<file path="src/bcr_pkg.sv">
`default_nettype none

package bcr_pkg;

  // Coordinate, dimension and configuration index widths.
  localparam int CW = 12;
  localparam int FW = 13;
  localparam int IW = 3;

  // Divider: quotient bits (padded to a multiple of RB), bits per stage, stage count.
  localparam int QW = 26;
  localparam int RB = 2;
  localparam int NS = QW / RB;

  // Signed offset carried beside the division, and the signed result width.
  localparam int OW = 15;
  localparam int RW = QW + 2;

  // Input register, two preparation stages, divider stages, two finishing stages.
  localparam int LAT = 3 + NS + 2;

  localparam int MAX_DIM_DEFAULT = 4096;

  localparam logic [FW-1:0] DIM_RESET = 13'd4096;

  localparam logic [IW-1:0] REG_BEND_MODE  = 3'd0;
  localparam logic [IW-1:0] REG_SPLIT_X    = 3'd1;
  localparam logic [IW-1:0] REG_TARGET_X   = 3'd2;
  localparam logic [IW-1:0] REG_SPLIT_Y    = 3'd3;
  localparam logic [IW-1:0] REG_TARGET_Y   = 3'd4;
  localparam logic [IW-1:0] REG_SRC_WIDTH  = 3'd5;
  localparam logic [IW-1:0] REG_SRC_HEIGHT = 3'd6;
  localparam logic [IW-1:0] REG_COPY_WIDTH = 3'd7;

  localparam logic [1:0] MODE_MIRROR = 2'd0;

  // Clamped configuration as seen by the datapath.
  typedef struct packed {
    logic          mirror;
    logic          bend_y;
    logic [CW-1:0] sx;
    logic [CW-1:0] tx;
    logic [CW-1:0] sy;
    logic [CW-1:0] ty;
    logic [FW-1:0] src_width;
    logic [FW-1:0] src_height;
  } cfg_t;

  // One coordinate travelling through the divider.
  typedef struct packed {
    logic                 neg;
    logic [QW-1:0]        num;
    logic [QW-1:0]        quo;
    logic [FW:0]          rem;
    logic [FW-1:0]        den;
    logic signed [OW-1:0] offset;
  } divw_t;

  // Limit a split or target value to dim-1, treating a zero dimension as limit 0.
  function automatic logic [CW-1:0] clamp_dim(input logic [CW-1:0] v,
                                              input logic [FW-1:0] dim);
    logic [FW-1:0] lim;
    lim = (dim == '0) ? '0 : dim - 1'b1;
    clamp_dim = ({1'b0, v} > lim) ? lim[CW-1:0] : v;
  endfunction

endpackage

`default_nettype wire

</file>
<file path="src/bcr_regs.sv">
`default_nettype none

module bcr_regs (
  input  wire logic                     clk,
  input  wire logic                     rst,
  input  wire logic                     cfg_write,
  input  wire logic [bcr_pkg::IW-1:0]   cfg_index,
  input  wire logic [bcr_pkg::FW-1:0]   cfg_data,
  output bcr_pkg::cfg_t                 cfg
);

  logic [1:0]             bend_mode;
  logic [bcr_pkg::CW-1:0] split_x;
  logic [bcr_pkg::CW-1:0] target_x;
  logic [bcr_pkg::CW-1:0] split_y;
  logic [bcr_pkg::CW-1:0] target_y;
  logic [bcr_pkg::FW-1:0] src_width;
  logic [bcr_pkg::FW-1:0] src_height;
  logic [bcr_pkg::FW-1:0] copy_width;
  bcr_pkg::cfg_t          cfg_next;

  always_ff @(posedge clk) begin
    if (rst) begin
      bend_mode  <= '0;
      split_x    <= '0;
      target_x   <= '0;
      split_y    <= '0;
      target_y   <= '0;
      src_width  <= bcr_pkg::DIM_RESET;
      src_height <= bcr_pkg::DIM_RESET;
      copy_width <= bcr_pkg::DIM_RESET;
    end else if (cfg_write) begin
      case (cfg_index)
        bcr_pkg::REG_BEND_MODE:  bend_mode  <= cfg_data[1:0];
        bcr_pkg::REG_SPLIT_X:    split_x    <= cfg_data[bcr_pkg::CW-1:0];
        bcr_pkg::REG_TARGET_X:   target_x   <= cfg_data[bcr_pkg::CW-1:0];
        bcr_pkg::REG_SPLIT_Y:    split_y    <= cfg_data[bcr_pkg::CW-1:0];
        bcr_pkg::REG_TARGET_Y:   target_y   <= cfg_data[bcr_pkg::CW-1:0];
        bcr_pkg::REG_SRC_WIDTH:  src_width  <= cfg_data;
        bcr_pkg::REG_SRC_HEIGHT: src_height <= cfg_data;
        bcr_pkg::REG_COPY_WIDTH: copy_width <= cfg_data;
        default: ;
      endcase
    end
  end

  // Mode three behaves as mode two, so the row bend follows the upper mode bit.
  always_comb begin
    cfg_next.mirror     = (bend_mode == bcr_pkg::MODE_MIRROR);
    cfg_next.bend_y     = bend_mode[1];
    cfg_next.sx         = bcr_pkg::clamp_dim(split_x, copy_width);
    cfg_next.tx         = bcr_pkg::clamp_dim(target_x, copy_width);
    cfg_next.sy         = bcr_pkg::clamp_dim(split_y, src_height);
    cfg_next.ty         = bcr_pkg::clamp_dim(target_y, src_height);
    cfg_next.src_width  = src_width;
    cfg_next.src_height = src_height;
  end

  always_ff @(posedge clk) begin
    if (rst) begin
      cfg.mirror     <= 1'b1;
      cfg.bend_y     <= 1'b0;
      cfg.sx         <= '0;
      cfg.tx         <= '0;
      cfg.sy         <= '0;
      cfg.ty         <= '0;
      cfg.src_width  <= bcr_pkg::DIM_RESET;
      cfg.src_height <= bcr_pkg::DIM_RESET;
    end else begin
      cfg <= cfg_next;
    end
  end

endmodule

`default_nettype wire

</file>
<file path="src/bcr_prep.sv">
`default_nettype none

module bcr_prep (
  input  wire logic                   clk,
  input  wire logic                   en,
  input  wire logic [bcr_pkg::CW-1:0] c,
  input  wire logic [bcr_pkg::CW-1:0] s,
  input  wire logic [bcr_pkg::CW-1:0] t,
  input  wire logic [bcr_pkg::FW-1:0] full,
  input  wire logic                   mirror,
  input  wire logic                   bend,
  output bcr_pkg::divw_t              d_out
);

  localparam int CW = bcr_pkg::CW;
  localparam int FW = bcr_pkg::FW;
  localparam int OW = bcr_pkg::OW;

  logic                 lower;
  logic [CW-1:0]        diff_cs;
  logic signed [FW:0]   full_t;
  logic signed [FW:0]   full_t_neg;
  logic signed [FW:0]   full_s;
  logic signed [FW:0]   mirr;
  logic [CW-1:0]        a_next;
  logic [FW-1:0]        b_next;
  logic [FW-1:0]        den_next;
  logic                 neg_next;
  logic signed [OW-1:0] off_next;

  logic [CW-1:0]        a_r;
  logic [FW-1:0]        b_r;
  logic [FW-1:0]        den_r;
  logic                 neg_r;
  logic signed [OW-1:0] off_r;
  logic [CW+FW-1:0]     prod;
  bcr_pkg::divw_t       d_next;

  // Every case becomes offset + floor(sign * a * b / den); a direct value has a = b = 0.
  always_comb begin
    lower      = (c < s);
    diff_cs    = c - s;
    full_t     = $signed({1'b0, full}) - $signed({2'b0, t});
    full_t_neg = -full_t;
    full_s     = $signed({1'b0, full}) - $signed({2'b0, s});
    mirr       = $signed({1'b0, s, 1'b0}) - $signed({2'b0, c});
    a_next     = '0;
    b_next     = '0;
    neg_next   = 1'b0;
    den_next   = FW'(1);
    off_next   = $signed({3'b0, c});
    if (mirror) begin
      if (!lower && !mirr[FW]) begin
        off_next = $signed({mirr[FW], mirr});
      end
    end else if (bend) begin
      if (lower) begin
        a_next   = c;
        b_next   = {1'b0, t};
        den_next = {1'b0, s};
        off_next = '0;
      end else if (full_s <= 0) begin
        off_next = $signed({3'b0, t});
      end else begin
        a_next   = diff_cs;
        neg_next = full_t[FW];
        b_next   = full_t[FW] ? full_t_neg[FW-1:0] : full_t[FW-1:0];
        den_next = full_s[FW-1:0];
        off_next = $signed({3'b0, t});
      end
    end
  end

  always_ff @(posedge clk) begin
    if (en) begin
      a_r   <= a_next;
      b_r   <= b_next;
      den_r <= den_next;
      neg_r <= neg_next;
      off_r <= off_next;
    end
  end

  always_comb begin
    prod          = a_r * b_r;
    d_next.neg    = neg_r;
    d_next.num    = bcr_pkg::QW'(prod);
    d_next.quo    = '0;
    d_next.rem    = '0;
    d_next.den    = den_r;
    d_next.offset = off_r;
  end

  always_ff @(posedge clk) begin
    if (en) begin
      d_out <= d_next;
    end
  end

endmodule

`default_nettype wire

</file>
<file path="src/bcr_div_stage.sv">
`default_nettype none

module bcr_div_stage (
  input  wire logic     clk,
  input  wire logic     en,
  input  wire bcr_pkg::divw_t d_in,
  output bcr_pkg::divw_t d_out
);

  localparam int FW = bcr_pkg::FW;
  localparam int QW = bcr_pkg::QW;

  bcr_pkg::divw_t d_next;

  // Restoring division, RB quotient bits per stage, numerator consumed from the top.
  always_comb begin
    d_next = d_in;
    for (int k = 0; k < bcr_pkg::RB; k++) begin
      d_next.rem = {d_next.rem[FW-1:0], d_next.num[QW-1]};
      d_next.num = {d_next.num[QW-2:0], 1'b0};
      if (d_next.rem >= {1'b0, d_next.den}) begin
        d_next.rem = d_next.rem - {1'b0, d_next.den};
        d_next.quo = {d_next.quo[QW-2:0], 1'b1};
      end else begin
        d_next.quo = {d_next.quo[QW-2:0], 1'b0};
      end
    end
  end

  always_ff @(posedge clk) begin
    if (en) begin
      d_out <= d_next;
    end
  end

endmodule

`default_nettype wire

</file>
<file path="src/bcr_post.sv">
`default_nettype none

module bcr_post #(
  parameter int MAX_DIM = bcr_pkg::MAX_DIM_DEFAULT
) (
  input  wire logic                   clk,
  input  wire logic                   en,
  input  wire bcr_pkg::divw_t         d_in,
  output logic [bcr_pkg::CW-1:0]      coord
);

  localparam int OW = bcr_pkg::OW;
  localparam int RW = bcr_pkg::RW;
  localparam logic signed [RW-1:0] LIMIT = RW'(MAX_DIM - 1);

  logic signed [RW-1:0] mag;
  logic signed [RW-1:0] qs_next;
  logic signed [RW-1:0] qs;
  logic signed [OW-1:0] off;
  logic signed [RW-1:0] sum;
  logic [bcr_pkg::CW-1:0] coord_next;

  // Floor of a negative quotient: -q when exact, otherwise -q-1.
  always_comb begin
    mag = $signed({2'b0, d_in.quo});
    if (d_in.neg) begin
      qs_next = (d_in.rem != '0) ? ~mag : -mag;
    end else begin
      qs_next = mag;
    end
  end

  always_ff @(posedge clk) begin
    if (en) begin
      qs  <= qs_next;
      off <= d_in.offset;
    end
  end

  always_comb begin
    sum = qs + $signed({{(RW-OW){off[OW-1]}}, off});
    if (sum < 0) begin
      coord_next = '0;
    end else if (sum > LIMIT) begin
      coord_next = LIMIT[bcr_pkg::CW-1:0];
    end else begin
      coord_next = sum[bcr_pkg::CW-1:0];
    end
  end

  always_ff @(posedge clk) begin
    if (en) begin
      coord <= coord_next;
    end
  end

endmodule

`default_nettype wire

</file>
<file path="src/bend_coordinate_remap.sv">
// Channel  Direction  Handshake              Payload
// config   in         cfg_write              cfg_index, cfg_data
// input    in         in_valid / in_ready    dest_col, dest_row
// output   out        out_valid / out_ready  source_col, source_row
//
// One transaction is taken per clock cycle unless the output is stalled; a result
// passes through 18 register stages, among them the thirteen divider stages that
// each retire two quotient bits.
// Reset clears the valid bits of every stage and loads the configuration defaults.
// When the output register holds a result that is not taken, the whole pipeline
// freezes in place, so nothing is dropped or repeated.
`default_nettype none

module bend_coordinate_remap #(
  parameter int MAX_DIM = bcr_pkg::MAX_DIM_DEFAULT
) (
  input  wire logic                   clk,
  input  wire logic                   rst,
  input  wire logic                   cfg_write,
  input  wire logic [bcr_pkg::IW-1:0] cfg_index,
  input  wire logic [bcr_pkg::FW-1:0] cfg_data,
  input  wire logic                   in_valid,
  output logic                        in_ready,
  input  wire logic [bcr_pkg::CW-1:0] dest_col,
  input  wire logic [bcr_pkg::CW-1:0] dest_row,
  output logic                        out_valid,
  input  wire logic                   out_ready,
  output logic [bcr_pkg::CW-1:0]      source_col,
  output logic [bcr_pkg::CW-1:0]      source_row
);

  localparam int NS  = bcr_pkg::NS;
  localparam int LAT = bcr_pkg::LAT;

  bcr_pkg::cfg_t          cfg;
  logic                   adv;
  logic [LAT-1:0]         vld;
  logic [bcr_pkg::CW-1:0] col_r;
  logic [bcr_pkg::CW-1:0] row_r;
  bcr_pkg::divw_t         col_pipe [0:NS];
  bcr_pkg::divw_t         row_pipe [0:NS];

  // Both the written value and the clamped configuration are registered before a
  // write takes effect for the transactions at the preparation stage.
  bcr_regs u_regs (
    .clk       (clk),
    .rst       (rst),
    .cfg_write (cfg_write),
    .cfg_index (cfg_index),
    .cfg_data  (cfg_data),
    .cfg       (cfg)
  );

  // The pipeline moves as one unit whenever the output register is free or
  // being emptied in the same cycle.
  assign adv       = !out_valid || out_ready;
  assign in_ready  = adv;
  assign out_valid = vld[LAT-1];

  always_ff @(posedge clk) begin
    if (rst) begin
      vld <= '0;
    end else if (adv) begin
      vld <= {vld[LAT-2:0], in_valid};
    end
  end

  // Input register; the payload needs no reset since the valid bit qualifies it.
  always_ff @(posedge clk) begin
    if (adv) begin
      col_r <= dest_col;
      row_r <= dest_row;
    end
  end

  // The column uses the mirror in mode 0 and the bend otherwise; the row is
  // only bent in modes 2 and 3.
  bcr_prep u_prep_col (
    .clk    (clk),
    .en     (adv),
    .c      (col_r),
    .s      (cfg.sx),
    .t      (cfg.tx),
    .full   (cfg.src_width),
    .mirror (cfg.mirror),
    .bend   (1'b1),
    .d_out  (col_pipe[0])
  );

  bcr_prep u_prep_row (
    .clk    (clk),
    .en     (adv),
    .c      (row_r),
    .s      (cfg.sy),
    .t      (cfg.ty),
    .full   (cfg.src_height),
    .mirror (1'b0),
    .bend   (cfg.bend_y),
    .d_out  (row_pipe[0])
  );

  // Two independent divider chains, one per coordinate.
  for (genvar i = 0; i < NS; i++) begin : g_div
    bcr_div_stage u_col (
      .clk   (clk),
      .en    (adv),
      .d_in  (col_pipe[i]),
      .d_out (col_pipe[i+1])
    );
    bcr_div_stage u_row (
      .clk   (clk),
      .en    (adv),
      .d_in  (row_pipe[i]),
      .d_out (row_pipe[i+1])
    );
  end

  // Sign correction, offset addition and saturation; the last register of
  // each is the output register.
  bcr_post #(.MAX_DIM(MAX_DIM)) u_post_col (
    .clk   (clk),
    .en    (adv),
    .d_in  (col_pipe[NS]),
    .coord (source_col)
  );

  bcr_post #(.MAX_DIM(MAX_DIM)) u_post_row (
    .clk   (clk),
    .en    (adv),
    .d_in  (row_pipe[NS]),
    .coord (source_row)
  );

endmodule

`default_nettype wire

</file>
<file path="config.mk">
export PLATFORM = sky130hd
export DESIGN_NAME = bend_coordinate_remap
export DESIGN_NICKNAME = d
export VERILOG_FILES = /design/src/bcr_pkg.sv /design/src/bcr_regs.sv /design/src/bcr_prep.sv /design/src/bcr_div_stage.sv /design/src/bcr_post.sv /design/src/bend_coordinate_remap.sv
export SDC_FILE = /design/constraint.sdc
export NUM_CORES = 2
export LEC_CHECK = 0
export BUFFER_PORTS_ARGS = -buffer_cell sky130_fd_sc_hd__clkbuf_2
export CELL_PAD_IN_SITES_DETAIL_PLACEMENT = 1
export CELL_PAD_IN_SITES_GLOBAL_PLACEMENT = 2
export CORE_MARGIN = 2
export CORE_UTILIZATION = 49
export DETAILED_ROUTE_END_ITERATION = 16
export GPL_TIMING_DRIVEN = 0
export PLACE_DENSITY_LB_ADDON = 0.1
export SETUP_SLACK_MARGIN = 0.3
export SLEW_MARGIN = 20
export SYNTH_ARGS = -nofsm -noshare
export SYNTH_HDL_FRONTEND = slang
export SYNTH_SLANG_ARGS = --single-unit
</file>
<file path="constraint.sdc">
create_clock -name clk -period 173.3 [get_ports clk]
set_input_delay 17.33 -clock clk [delete_from_list [all_inputs] [get_ports clk]]
set_output_delay 17.33 -clock clk [all_outputs]
set_load 0.02 [all_outputs]
</file>
Word-level counts from Yosys, hierarchy flattened
Index checks and enable logic that the tools add are counted.
{"block": "word_totals", "reg_bits": 2277, "input_bits": 45, "out_inout_bits": 26, "elab_cells": 501}
{"block": "op_classes", "add_sub_neg": 67, "multipliers": 2, "order_cmp": 64, "eq_ne": 7, "mux": 135, "bitwise_logic": 3, "reduce_logical": 21}
{"operator": "$mux W13", "count": 54}
{"operator": "$ge A14 B13 Y1", "count": 50}
{"operator": "$sub A13 B13 Y13", "count": 48}
{"operator": "$mux W12", "count": 21}
{"operator": "$sub A13 B12 Y14", "count": 5}
{"operator": "$add A28 B15 Y28", "count": 2}
{"operator": "$gt A28 B13 Y1 const B", "count": 2}
{"operator": "$lt A28 B1 Y1 const B", "count": 2}
{"operator": "$mux W28", "count": 2}
{"operator": "$neg A26 Y28", "count": 2}
{"operator": "$not A26 Y28", "count": 2}
{"operator": "$gt A12 B13 Y1", "count": 4}
{"operator": "$mux W1", "count": 52}
{"operator": "$mux W26", "count": 2}
{"operator": "$mul A12 B13 Y25", "count": 2}
{"operator": "$mux W15", "count": 2}
{"operator": "$le A14 B1 Y1 const B", "count": 2}
{"operator": "$mux W14", "count": 2}
{"operator": "$reduce_bool A14 Y1", "count": 2}
{"operator": "$sub A14 B13 Y14", "count": 2}
{"operator": "$ge A1 B13 Y1 const A", "count": 2}
{"operator": "$logic_not A13 Y1", "count": 2}
{"operator": "$neg A13 Y13", "count": 2}
{"operator": "$sub A1 B13 Y13 const A", "count": 2}
{"operator": "14 further kinds", "count": 31}

Depth between registers and ports, before layout
{"block": "logic_depth", "depth_word": 5, "depth_mapped": 29, "ltp_nobuf": 27}

Cells and area by module
A second synthesis with hierarchy kept.
{"block": "unflattened", "hier_cells": 12359, "hier_area_um2": 155048.7}
{"module": "bcr_div_stage at g_div[0].u_col ...", "instances": 23, "cells_per_inst": 315, "area_each_um2": 4416.7}
{"module": "bcr_prep at u_prep_col", "instances": 1, "cells_per_inst": 1256, "area_each_um2": 11781.3}
{"module": "bcr_prep at u_prep_row", "instances": 1, "cells_per_inst": 1216, "area_each_um2": 11727.5}
{"module": "bcr_div_stage at g_div[9].u_col ...", "instances": 2, "cells_per_inst": 302, "area_each_um2": 4385.5}
{"module": "bcr_post", "instances": 2, "cells_per_inst": 392, "area_each_um2": 3948.8}
{"module": "bcr_regs", "instances": 1, "cells_per_inst": 866, "area_each_um2": 7478.4}
{"module": "bcr_div_stage at g_div[1].u_row", "instances": 1, "cells_per_inst": 302, "area_each_um2": 4388.0}
{"module": "bend_coordinate_remap", "instances": 1, "cells_per_inst": 86, "area_each_um2": 1420.1}

Worst setup path before layout
No wires, ideal clock.
{"block": "synth_timing", "kind": "input -> output", "from": "input out_ready", "to": "output in_ready", "arrival_time_ns": 72.505, "t_required_ns": 155.970, "setup_slack_ns": 83.465, "path_stages": 4, "cell_sequence": "nor2b_1 > clkbuf_1 > clkinv_1 > clkbuf_1"}
{"block": "synth_between", "elab_chain_cells": 1}
{"item": "start, declared", "line": "bend_coordinate_remap.sv:27", "source": "input wire logic out_ready,"}
{"item": "$logic_or A1 B1 Y1", "line": "bend_coordinate_remap.sv:56", "source": "assign adv = !out_valid || out_ready;"}
{"item": "end, declared", "line": "bend_coordinate_remap.sv:23", "source": "output logic in_ready,"}
Every way passes these cells.

Worst setup path after layout
Ends and elaborated chain as after synthesis.

==> metrics.md <==
| Metric | Value |
|---|---|
| Initial antenna violation count | 7 |
| Post-synth design cell area | 123500 µm² |
| WS Path Type | in2out |
| CP max stage cell | clkbuf_4 |
| DRC errors left | 0 |
| Final net count | 11910 |
| Area occupied by multi-input gates | 53940 µm² |
| Tcrit/Tclk final | 0.2102 |
| TNS Setup | 0 ps |
| CP Launch Type | primary input |
| Final max-slew violation count | 0 |
| Post-DR vias/cell | between 5 and 6 |
| Placed insts | 13740 |
| Area fraction in compound gates after synthesis | 0.1001 |
| Top Ports | 71 |
| Pin count of the biggest net entering global routing | 62 |
| Status | complete, no violations |
| Slowest Stage Delay on Critical Path | about 550 ps |
| Rows | between 150 and 200 |
| GRT Util Overall | 0.2232 |
| Setup Skew | 38.60 ps |
| Post-place setup slack | 136800 ps |
| Post-synth ARST share | 0 |
| Max-cap violations | 0 |
| Syn Area/Cell | 12.00 µm² |
| Leakage | 54.65 nW |
| Resize count post-CTS | 0 |
| CTS Hold Bufs | 0 |
| Synth warn | 0 |
| Worst R2R Setup Slack | 165880 ps |
| Max_slew headroom | 0.4341 |
| Tmin final | 36430 ps |
| Worst endpoint data arrival time | ~19000 ps |
| Number of buffers created by CTS | between 200 and 250 |
| Final core occ | 0.5454 |
| Share of post-route cells with drive strength above 1 | 0.09459 |
| First-pass GRT wire length | 458.0 mm |
| Fin. Hold Viols | 0 |
| Via count | a little under 80000 |
| Ordered cell list for the critical path | clkbuf_2 -> nor2b_1 -> clkbuf_1 -> clkinv_1 -> clkbuf_4 -> clkbuf_2 |
| Clk Latency, worst-skew pair | 900 ps |
| H-Tree Level Count | 4 |
| Cells after Synth | 10290 |
| Fill count | 25700 |
| Register area | 64620 µm² |
| Die area | approximately 260000 µm² |
| TritonCTS clock tree | built |
| Post-synth EDFFs | 2030 |
| Pre-antenna DRT Iters | 5 |
| Synth-to-Final Area Change | 10.87% |
| RSZ-0062 raised after global routing | no |
| Routed WL per cell | 20.31 µm |
| Post-Synth XOR/XNOR Area | 0.04725 |
| Crit end category | output port |
| Max FO, Critical Path | 43 |
| Setup bufs post-CTS | 0 |
| Synth Register Bits | 2213 |
| Largest family of logic cells by synthesized area | adder cells |
| Pwr dens | 20.73 nW/µm² |
| Worst-path clk slew | 60 ps |
| VDD IR max | ~0.013 mV |
| Root Buffer | clkbuf_16 |
| Initial drt markers | about 3400 |
| Most used DFF post-synth | edfxtp_1 |
| Max Buffers Root-to-Sink | 3 |
| Starting Density | 0.4920 |
| CTS sink count | 2213 |
| Post-DP HPWL | between 200 and 250 mm |
| Simple-Gate Fraction of Synth Area | 0.09381 |
| Final setup fails | 0 |
| Final ANT Viol Nets | 0 |
| Synth Area in Adders | 0.1419 |
| Final WL | 288.1 mm |
| Cell repeated most along the worst path | clkbuf_2 |
| Gr ovfl total | 0 |
| Synth Net Count | approximately 12000 |
| Seq/Total Area, Yosys | 0.5235 |
| Setup slack after layout | between 100000 and 150000 ps |
| Slew @ Worst Pin | 843.7 ps |
| Vias in the first global route | 84240 |
| Finished Layout Cells | 14190 |
| Fmax | roughly 27 MHz |
| Netlist cell types | 100 |
| Die width | 505.9 µm |
| Post-synthesis mux area share | 0.05374 |
| Required @ worst endpoint | between 150000 and 200000 ps |
| Floorplan die height | 505.9 µm |
| GP Congestion | about 0.87 |
| I/O Buffers | 65 |
| Hold WC Path Type | reg2reg |
| Core area | between 200000 and 300000 µm² |
==> layer usage <==
layer,up-vias,global-route usage,part of all wire
met4,0,0.05539,0.022
met5,-,0,0
met3,370,0.02437,0.026
li1,37600,-,-
met2,937,0.4112,0.52
met1,38580,0.2779,0.43
==> worst max-delay path: cells and delay by family <==
kind / cells / cell delay [ps]
AND/OR/NAND/NOR: 1 / 140
buffers and inverters: 5 / 1620
==> cells in the final DEF (no fill, tap or decap), types with 42 or more instances in the layout <==
cell type	instances
edfxtp_1	2030
inv_1	1059
ha_1	954
nand2_1	741
nor2_1	693
a21oi_1	505
xnor2_1	489
mux2_2	426
o21ai_0	400
a21o_1	291
fa_1	279
clkbuf_16	237
clkbuf_1	199
nor2b_1	192
dfxtp_1	183
xor2_1	177
and2_1	158
nor3_1	155
nand4_1	127
mux2i_1	110
o21a_1	99
a21boi_0	94
nand3_1	86
nand2b_1	72
clkbuf_2	66
mux2_1	58
o21bai_1	54
and3_1	48
clkinv_1	44
or3_1	42
clkinv_2	42
==> report_power, final <==
group | switching, mW | total [mW] | internal (mW)
logic | 0.813 | 1.54 | 0.728
registers | 0.0459 | 0.792 | 0.746
clock network | 0.216 | 0.504 | 0.288
==> synth_stat cells, types with 99 or more instances <==
library cell,n,area [µm²]
nand2_1,741,2781
xnor2_1,489,4283
o21ai_0,400,2002
ha_1,954,11940
mux2i_1,110,1101
a21o_1,291,2185
inv_1,1059,3975
mux2_2,426,4797
a21oi_1,505,2527
and2_1,158,988.5
fa_1,279,5585
nor3_1,155,775.7
nor2b_1,192,1201
dfxtp_1,183,3664
xor2_1,177,1550
clkbuf_1,157,589.3
o21a_1,99,743.2
edfxtp_1,2030,60960
nor2_1,693,2601
nand4_1,127,794.5
==> cells by family (layout without fill, tap and decap cells) <==
group	Yosys count	in the layout
other	1	5
AO/OA/AOI/OAI	1864	1864
flip-flops	2213	2213
XOR/XNOR	666	666
adder cells (fa/ha/maj)	1233	1233
buffers and inverters	1263	1810
multiplexers	599	599
AND/OR/NAND/NOR	2450	2450
==> stage by stage <==
step / area [µm²] / hold WS, ps / total power [mW]
4_1_cts: 136900 / 396.4 / 2.862
3_5_place_dp: 129000 / 405.2 / 2.333
2_1_floorplan: 123500 / 400.3 / 1.986
6_report: 136900 / 394.2 / 2.838
5_1_grt: 136900 / 405.6 / 3.054
3_3_place_gp: 128000 / 400.1 / 2.270
==> sequential cells by signal, indices dropped and copies added (netlist names), 13 cells and up <==
signal	cells
u_regs.src_width	13
u_prep_col.den_r	13
u_regs.src_height	13
u_prep_row.b_r	13
u_prep_col.b_r	13
u_regs.copy_width	13
g_div.u_col.d_out	859
u_post_row.qs	28
vld	18
g_div.u_row.d_out	833
u_prep_row.den_r	13
u_prep_row.d_out	51
u_prep_col.d_out	53
u_prep_col.off_r	14
u_post_col.off	14
u_regs.cfg	76
u_post_col.qs	28
==> layout make-up <==
class                   count  share of cell area
inverters                1060             0.02907
plain buffers             203            0.006719
well taps                3348             0.03061
multi-input cells        6813              0.3941
repair buffers            104            0.009946
clock buffers             286             0.04505
clock inverters           157             0.01233
flip-flops and latches   2213              0.4721
diodes                      4          0.00007313
==> final timing paths <==
| path | start | to | depth (start not counted) |
|---|---|---|---|
| min reg2reg | g_div[1].u_row.d_out[80] | g_div[2].u_row.d_out[82] | 0 |
| max | out_ready | in_ready | 6 |
| max reg2reg | g_div[11].u_col.d_out[93] | g_div[12].u_col.d_out[40] | 29 |
| min | g_div[1].u_row.d_out[80] | g_div[2].u_row.d_out[82] | 0 |
Power figures use the tool's default switching activity.
